## src/svcb_pkg.sv

```systemverilog
`timescale 1ns / 1ps

package svcb_pkg;

  // Parameter keys that the parser knows
  localparam logic [15:0] PARAM_MANDATORY   = 16'd0;
  localparam logic [15:0] PARAM_ALPN        = 16'd1;
  localparam logic [15:0] PARAM_NO_DEF_ALPN = 16'd2;
  localparam logic [15:0] PARAM_PORT        = 16'd3;
  localparam logic [15:0] PARAM_IPV4_HINT   = 16'd4;
  localparam logic [15:0] PARAM_IPV6_HINT   = 16'd6;
  localparam logic [15:0] PARAM_DOH_PATH    = 16'd7;

  // Header is four bytes: key and length, most significant byte first
  localparam logic [1:0] HDR_LAST = 2'd3;

  typedef enum logic [1:0] {
    PH_HEADER = 2'd0,
    PH_VALUE  = 2'd1,
    PH_DRAIN  = 2'd2
  } phase_t;

  typedef enum logic [3:0] {
    KIND_PARAM_START = 4'd0,
    KIND_ALPN_BYTE   = 4'd1,
    KIND_ALPN_EMPTY  = 4'd2,
    KIND_PORT        = 4'd3,
    KIND_MAND_KEY    = 4'd4,
    KIND_IPV4        = 4'd5,
    KIND_IPV6_HALF   = 4'd6,
    KIND_DOH_BYTE    = 4'd7,
    KIND_DONE        = 4'd8
  } kind_t;

  typedef enum logic [2:0] {
    ST_OK    = 3'd0,
    ST_TRUNC = 3'd1,
    ST_ALPN  = 3'd2,
    ST_PORT  = 3'd3,
    ST_MAND  = 3'd4,
    ST_IPV4  = 3'd5,
    ST_IPV6  = 3'd6
  } status_t;

  typedef struct packed {
    logic [7:0]  data_byte;
    logic [15:0] bytes_left;
  } in_t;

  typedef struct packed {
    logic [3:0]  kind;
    logic [63:0] value;
    logic        element_end;
    logic [2:0]  status;
    logic        stream_last;
  } result_t;

  // Results produced by one accepted byte (count is 0, 1 or 2)
  typedef struct packed {
    logic [1:0] count;
    result_t    r0;
    result_t    r1;
  } push_t;

endpackage

```

## src/svcb_core.sv

```systemverilog
`timescale 1ns / 1ps

module svcb_core import svcb_pkg::*; #(
  parameter int COUNT_BITS = 16
) (
  input  logic  clk,
  input  logic  rst,
  input  logic  accept,
  input  in_t   req,
  output push_t push
);

  phase_t      phase, phase_next;
  logic [1:0]  header_count, header_count_next;
  logic [15:0] param_key, param_key_next;
  logic [15:0] param_remaining, param_remaining_next;
  logic [7:0]  alpn_remaining, alpn_remaining_next;
  logic [63:0] assemble, assemble_next;
  logic [3:0]  assemble_count, assemble_count_next;

  logic [7:0]  b;
  logic [15:0] left;
  logic        last;
  logic        stop;
  status_t     st;
  logic        elem_vld;
  result_t     elem;
  result_t     done;

  assign b    = req.data_byte;
  assign left = 16'(req.bytes_left[COUNT_BITS-1:0]);
  assign last = (left == 16'd0);

  // Parse step: next state and the results of this byte
  always_comb begin
    phase_next           = phase;
    header_count_next    = header_count;
    param_key_next       = param_key;
    param_remaining_next = param_remaining;
    alpn_remaining_next  = alpn_remaining;
    assemble_next        = assemble;
    assemble_count_next  = assemble_count;
    stop     = 1'b0;
    st       = ST_OK;
    elem_vld = 1'b0;
    elem     = '0;
    done     = '0;

    case (phase)
      PH_HEADER: begin
        case (header_count)
          2'd0: param_key_next = {b, 8'h00};
          2'd1: param_key_next = {param_key[15:8], b};
          2'd2: param_remaining_next = {b, 8'h00};
          default: param_remaining_next = {param_remaining[15:8], b};
        endcase
        if (header_count != HDR_LAST) begin
          header_count_next = header_count + 2'd1;
        end else begin
          header_count_next = 2'd0;
          if (param_remaining_next > left) begin
            stop = 1'b1; st = ST_TRUNC;
          end else if (param_key_next == PARAM_MANDATORY && param_remaining_next[0]) begin
            stop = 1'b1; st = ST_MAND;
          end else if (param_key_next == PARAM_PORT && param_remaining_next != 16'd2) begin
            stop = 1'b1; st = ST_PORT;
          end else if (param_key_next == PARAM_IPV4_HINT &&
                       param_remaining_next[1:0] != 2'd0) begin
            stop = 1'b1; st = ST_IPV4;
          end else if (param_key_next == PARAM_IPV6_HINT &&
                       param_remaining_next[3:0] != 4'd0) begin
            stop = 1'b1; st = ST_IPV6;
          end else begin
            // Start mark only for known keys; unknown ones are skipped
            if (param_key_next <= PARAM_IPV4_HINT || param_key_next == PARAM_IPV6_HINT ||
                param_key_next == PARAM_DOH_PATH) begin
              elem_vld   = 1'b1;
              elem.kind  = KIND_PARAM_START;
              elem.value = 64'(param_key_next);
            end
            assemble_next       = '0;
            assemble_count_next = '0;
            alpn_remaining_next = '0;
            if (param_remaining_next != 16'd0) begin
              phase_next = PH_VALUE;
            end
          end
        end
      end

      PH_VALUE: begin
        param_remaining_next = param_remaining - 16'd1;
        case (param_key)
          PARAM_ALPN: begin
            if (alpn_remaining == 8'd0) begin
              if (16'(b) > param_remaining_next) begin
                stop = 1'b1; st = ST_ALPN;
              end else if (b == 8'd0) begin
                elem_vld         = 1'b1;
                elem.kind        = KIND_ALPN_EMPTY;
                elem.element_end = 1'b1;
              end else begin
                alpn_remaining_next = b;
              end
            end else begin
              alpn_remaining_next = alpn_remaining - 8'd1;
              elem_vld         = 1'b1;
              elem.kind        = KIND_ALPN_BYTE;
              elem.value       = 64'(b);
              elem.element_end = (alpn_remaining_next == 8'd0);
            end
          end
          PARAM_PORT, PARAM_MANDATORY: begin
            assemble_next       = {48'h0, assemble[7:0], b};
            assemble_count_next = assemble_count + 4'd1;
            if (assemble_count_next >= 4'd2) begin
              elem_vld            = 1'b1;
              elem.kind           = (param_key == PARAM_PORT) ? KIND_PORT : KIND_MAND_KEY;
              elem.value          = assemble_next;
              assemble_count_next = 4'd0;
            end
          end
          PARAM_IPV4_HINT: begin
            assemble_next       = {32'h0, assemble[23:0], b};
            assemble_count_next = assemble_count + 4'd1;
            if (assemble_count_next >= 4'd4) begin
              elem_vld            = 1'b1;
              elem.kind           = KIND_IPV4;
              elem.value          = assemble_next;
              assemble_count_next = 4'd0;
            end
          end
          PARAM_IPV6_HINT: begin
            assemble_next       = {assemble[55:0], b};
            assemble_count_next = assemble_count + 4'd1;
            // Halves close at byte 8 and byte 16 of each address
            if (assemble_count_next == 4'd8 || assemble_count_next == 4'd0) begin
              elem_vld         = 1'b1;
              elem.kind        = KIND_IPV6_HALF;
              elem.value       = assemble_next;
              elem.element_end = (assemble_count_next == 4'd0);
            end
          end
          PARAM_DOH_PATH: begin
            elem_vld         = 1'b1;
            elem.kind        = KIND_DOH_BYTE;
            elem.value       = 64'(b);
            elem.element_end = (param_remaining_next == 16'd0);
          end
          default: begin
          end
        endcase
        if (!stop && param_remaining_next == 16'd0) begin
          phase_next = PH_HEADER;
        end
      end

      default: begin
        // Drain: swallow the rest of the area
      end
    endcase

    if (phase != PH_DRAIN) begin
      if (!stop && last) begin
        stop = 1'b1;
        st   = (phase_next == PH_HEADER && header_count_next == 2'd0) ? ST_OK : ST_TRUNC;
      end
      if (stop) begin
        done.kind        = KIND_DONE;
        done.status      = st;
        done.stream_last = last;
        if (!last) begin
          phase_next = PH_DRAIN;
        end
      end
    end

    // Last byte of the area re-arms the parser
    if ((phase == PH_DRAIN || stop) && last) begin
      phase_next           = PH_HEADER;
      header_count_next    = '0;
      param_key_next       = '0;
      param_remaining_next = '0;
      alpn_remaining_next  = '0;
      assemble_next        = '0;
      assemble_count_next  = '0;
    end
  end

  // Pack the results of this byte, element first, done after
  always_comb begin
    push = '0;
    if (accept) begin
      if (elem_vld && stop) begin
        push.count = 2'd2;
        push.r0    = elem;
        push.r1    = done;
      end else if (elem_vld) begin
        push.count = 2'd1;
        push.r0    = elem;
      end else if (stop) begin
        push.count = 2'd1;
        push.r0    = done;
      end
    end
  end

  // Parser state
  always_ff @(posedge clk) begin
    if (rst) begin
      phase           <= PH_HEADER;
      header_count    <= '0;
      param_key       <= '0;
      param_remaining <= '0;
      alpn_remaining  <= '0;
      assemble        <= '0;
      assemble_count  <= '0;
    end else if (accept) begin
      phase           <= phase_next;
      header_count    <= header_count_next;
      param_key       <= param_key_next;
      param_remaining <= param_remaining_next;
      alpn_remaining  <= alpn_remaining_next;
      assemble        <= assemble_next;
      assemble_count  <= assemble_count_next;
    end
  end

  a_drain_silent: assert property (@(posedge clk) disable iff (rst)
    accept && phase == PH_DRAIN |-> push.count == 2'd0)
    else $error("result produced while draining");

  a_two_ends_done: assert property (@(posedge clk) disable iff (rst)
    push.count == 2'd2 |-> push.r1.kind == KIND_DONE)
    else $error("second result of a byte is not done");

  a_hdr_count_phase: assert property (@(posedge clk) disable iff (rst)
    header_count != 2'd0 |-> phase == PH_HEADER)
    else $error("partial header outside header phase");

endmodule

```

## src/svcb_param_parser.sv

```systemverilog
`timescale 1ns / 1ps

// SVCB parameter area parser. Takes one byte of the SvcParams area per cycle,
// with the count of area bytes still to come, and emits parameter start marks,
// decoded elements (ALPN bytes, port, mandatory keys, IPv4/IPv6 hints, DoH path
// bytes) and one done result per area carrying the status. A byte is parsed in
// the cycle it is accepted and causes zero, one or two results; results leave
// through a four-entry queue at one per cycle while res_stall is low. Input is
// taken every cycle while the queue has room for two results, so the rate is
// one byte per cycle unless the result side stalls and the queue fills.
// COUNT_BITS sets how many low bits of bytes_left are used.
module svcb_param_parser import svcb_pkg::*; #(
  parameter int COUNT_BITS = 16
) (
  input  logic    clk,
  input  logic    rst,
  input  logic    byte_valid,
  output logic    byte_stall,
  input  in_t     byte_req,
  output logic    res_valid,
  input  logic    res_stall,
  output result_t res_data
);

  localparam int QDEPTH = 4;

  push_t      push;
  logic       accept;
  logic       pop;
  result_t    queue [QDEPTH];
  logic [1:0] wr_ptr;
  logic [1:0] rd_ptr;
  logic [2:0] count;
  logic [2:0] count_next;

  assign byte_stall = (count > 3'd2);
  assign accept     = byte_valid && !byte_stall;
  assign res_valid  = (count != 3'd0);
  assign pop        = res_valid && !res_stall;
  assign res_data   = queue[rd_ptr];

  svcb_core #(
    .COUNT_BITS(COUNT_BITS)
  ) u_core (
    .clk    (clk),
    .rst    (rst),
    .accept (accept),
    .req    (byte_req),
    .push   (push)
  );

  // Result queue storage
  always_ff @(posedge clk) begin
    if (push.count != 2'd0) begin
      queue[wr_ptr] <= push.r0;
    end
    if (push.count == 2'd2) begin
      queue[wr_ptr + 2'd1] <= push.r1;
    end
  end

  // Queue pointers and fill level
  assign count_next = count + 3'(push.count) - 3'(pop);

  always_ff @(posedge clk) begin
    if (rst) begin
      wr_ptr <= '0;
      rd_ptr <= '0;
      count  <= '0;
    end else begin
      wr_ptr <= wr_ptr + push.count;
      rd_ptr <= rd_ptr + 2'(pop);
      count  <= count_next;
    end
  end

  a_no_overflow: assert property (@(posedge clk) disable iff (rst)
    count <= 3'(QDEPTH))
    else $error("result queue overflow");

  a_last_is_done: assert property (@(posedge clk) disable iff (rst)
    res_valid && res_data.stream_last |-> res_data.kind == KIND_DONE)
    else $error("stream_last on a result other than done");

  a_status_on_done: assert property (@(posedge clk) disable iff (rst)
    res_valid && res_data.kind != KIND_DONE |-> res_data.status == ST_OK)
    else $error("status set on a non-done result");

endmodule

```

## config.mk

```make
export PLATFORM = sky130hd
export DESIGN_NAME = svcb_param_parser
export DESIGN_NICKNAME = d
export VERILOG_FILES = /design/src/svcb_pkg.sv /design/src/svcb_core.sv /design/src/svcb_param_parser.sv
export SDC_FILE = /design/constraint.sdc
export NUM_CORES = 1
export LEC_CHECK = 0
export BUFFER_PORTS_ARGS = -buffer_cell sky130_fd_sc_hd__buf_2
export CAP_MARGIN = 20
export CORE_ASPECT_RATIO = 0.7
export CORE_MARGIN = 2
export CORE_UTILIZATION = 30
export DETAILED_ROUTE_END_ITERATION = 12
export GPL_TIMING_DRIVEN = 0
export PLACE_DENSITY_LB_ADDON = 0.08
export SYNTH_ARGS = -nofsm -noshare
export SYNTH_HDL_FRONTEND = slang
export SYNTH_HIERARCHICAL = 1
export SYNTH_SLANG_ARGS = --single-unit
```

## constraint.sdc

```tcl
create_clock -name clk -period 10.8 [get_ports clk]
set_input_delay 0.54 -clock clk [delete_from_list [all_inputs] [get_ports clk]]
set_output_delay 0.54 -clock clk [all_outputs]
set_load 0.03 [all_outputs]
```

==> results.tsv <==
metric	value	unit
outcome	completed	
post-synth top area share	39.4	%
cell area after synthesis	22300	µm²
Final setup viols	0	
worst vdd ir	120	µV
Worst Max-Slew Pin Slew	1110	ps
post-synth top area cell	edfxtp_1	
Worst-path clk slew	60	ps
Slew Limit Fails	0	
critical path class	flop to flop	
Die Height	232	µm
PD cells	160	nW/µm²
worst reg2reg path startpoint	u_core/header_count[0]	
post-cts sizing count	0	
Max-Cap Viols	0	
CP cell instances	inv_1 > ha_1 > or3_1 > buf_6 > a22o_1 > ha_1 > and4_1 > nand3b_1 > mux2i_1 > o311ai_0 > o2bb2ai_4 > a21oi_1 > a21o_1 > ha_1 > inv_1 > nor2_1 > nand2b_1 > nor3b_2 > buf_2 > buf_4 > o21bai_4 > buf_12 > buf_12 > buf_12	
vias in the first global route	15312	
Worst Path Arrival	7700	ps
syn_area_per_cell	12.2	µm²
clock net sink count	403	
Vias	15300	
routed len/inst	21.8	µm
total global-route track usage	17.5	%
Root Driver	clkbuf_16	
EDFF count, synth	292	
vias per cell	4.99	
Post-synth ARST share	0	%
commonest non-fill, non-tap cells in the layout	edfxtp_1, mux2_2, buf_2, nand2_1, dfxtp_1	
Row Count	83	
crit path time final	7420	ps
hold endpoint	count[0]	
post-synthesis cell count	1820	
Layout Cells excl Fill	3068	
largest cells by area after synthesis	edfxtp_1, mux2_2, dfxtp_1	
slowest stage delay, CP	500	ps
gpl congestion	0.841	
relative slew slack	24.6	%
initial DRC count	1051	
TritonRoute pass-1 iters	5	
Post-CTS Setup Inserts	0	
final hold vios	0	
R2R setup slack	3380	ps
largest net degree at the start of global routing	25	
clk_lat worst skew	600	ps
required time of the critical path	11090	ps
Starting Density	30.3	%
antenna-violating nets left	0	
area added between synthesis and finish	17.3	%
startpoint types	flop	
Clock Skews	24.8	ps
Period Utilization, post-route	68.7	%
Chip Width	330	µm
Fmax achieved	135	MHz
Post-Route WL	66700	µm
DRC	0	
Worst Hold Slack	260	ps
slowest CP cell	nor2_1	
min-delay src	rst	
worst hold-check path type	input pin to flop	
cts bufs inserted	45	
Reg-to-Reg End	queue[2][17]	
worst reg2reg path depth	24	
core area	73400	µm²
leakage power total	9.23	nW
htree depth	2	
antenna violations before repair	2	
hold path depth	2	
Seq/Total Area, Yosys	49.3	%
post-synthesis register bit count	403	
Placed Instances	2980	
Critical Path Fanout Max	21	
layout cells sized above 1	32.4	%
Setup crit end kind	flop	
RSZ-0062 raised after global routing	no	
Max Root-Sink Buffers	3	
Layout Nets	2118	
DP HPWL	46800	µm
GR Overflow Total	0	
Yosys warnings	6	
Port Buffer Count	101	
TritonCTS clock tree	done	
hold buffer count at cts	0	
IO Pins	103	
Primary FF master, synth	edfxtp_1	
first-pass GRT wire length	101000	µm
Yosys cell types	89	
most common cell after layout, fill and taps aside	edfxtp_1	
full die area	76500	µm²
-- synthesized netlist by cell type, types with 5 or more instances --
cell type and count:
a21o_1 11, a21oi_1 87, a22o_1 7, a22oi_1 24
and2_1 70, and3_1 13, buf_2 39, buf_4 79
buf_6 12, clkbuf_1 58, dfxtp_1 111, edfxtp_1 292
ha_1 36, inv_1 37, mux2_1 29, mux2_2 264
mux2i_1 5, mux4_2 73, nand2_1 122, nand2b_1 15
nand3_1 76, nand3b_1 18, nand4_1 5, nor2_1 75
nor2b_1 12, nor3_1 28, nor4_1 22, o211ai_1 5
o21a_1 5, o21ai_0 55, o31ai_1 13, or3_1 13
or4_1 5, xnor2_1 8, xor2_1 5
-- report_power, final --
group	total (mW)	internal [mW]	switching [mW]
clock	1.60	0.936	0.662
combinational	0.888	0.309	0.579
sequential	1.69	1.67	0.0238
total	4.17	2.91	1.26
-- logic make-up after synthesis --
| group | after synthesis | synth area share (%) |
|---|---|---|
| AND/OR/NAND/NOR | 501 | 11.7 |
| flip-flops | 403 | 49.3 |
| multiplexers | 371 | 22.4 |
| AO/OA/AOI/OAI | 265 | 8.01 |
| buffers and inverters | 228 | 5.80 |
| adder cells (fa/ha/maj) | 38 | 2.16 |
| XOR/XNOR | 13 | 0.511 |
| other | 1 | 0.0168 |
-- worst max path at each step --
stage	startpoint	endpoint
after floorplan	u_core/header_count[0]	queue[0][0]
after global placement	u_core/param_remaining[0]	queue[0][17]
after detailed placement	u_core/header_count[0]	queue[2][17]
after CTS	u_core/header_count[0]	queue[2][17]
after global routing	u_core/header_count[0]	queue[2][17]
final	u_core/header_count[0]	queue[2][17]
-- layout make-up --
type | instances | area [µm²]
well taps | 977 | 1220
clock inverters | 27 | 283
fillers | 7256 | 47300
plain buffers | 191 | 1150
clock buffers | 56 | 1210
multi-input cells | 1256 | 10300
flip-flops and latches | 403 | 11000
repair buffers | 119 | 843
inverters | 37 | 139
diodes | 2 | 5.00
-- registers in the layout, indices dropped and copies added (netlist names), 3 cells and up --
register                flops
u_core/alpn_remaining       8
count                       3
u_core/param_remaining     16
u_core/param_key           16
u_core/assemble_count       4
u_core/assemble            56
queue                     292
-- per-layer routing --
layer	GRT usage (%)	vias to the layer above	part of all wire, %
met5	0	-	0
met1	25.9	7654	50
met4	3.68	0	1.5
met3	3.42	67	4.8
met2	26.5	333	43
li1	-	7246	-
-- worst max-delay path, delay by kind of cell, from the launching register on --
kind	cells	cell delay, ps
mux	1	470
compound gates	6	1660
buf+inv	8	1770
flops	1	420
simple gates	6	1820
fa+ha+maj	3	900
-- through the flow --
stage / power, mW / instance area, µm² / setup TNS, ps / worst slack, ps / util [%]
final: 4.17 / 26100 / 0 / 3380 / 35.6
after detailed placement: 2.59 / 24600 / 0 / 3350 / 33.5
after floorplan: 2.33 / 22500 / 0 / 976 / -
after global placement: 2.59 / 24300 / -717530 / -5550 / 33.0
after global routing: 4.38 / 26100 / 0 / 2940 / 35.6
after CTS: 4.22 / 26100 / 0 / 3360 / 35.5
(Power assumes the default switching activity.)
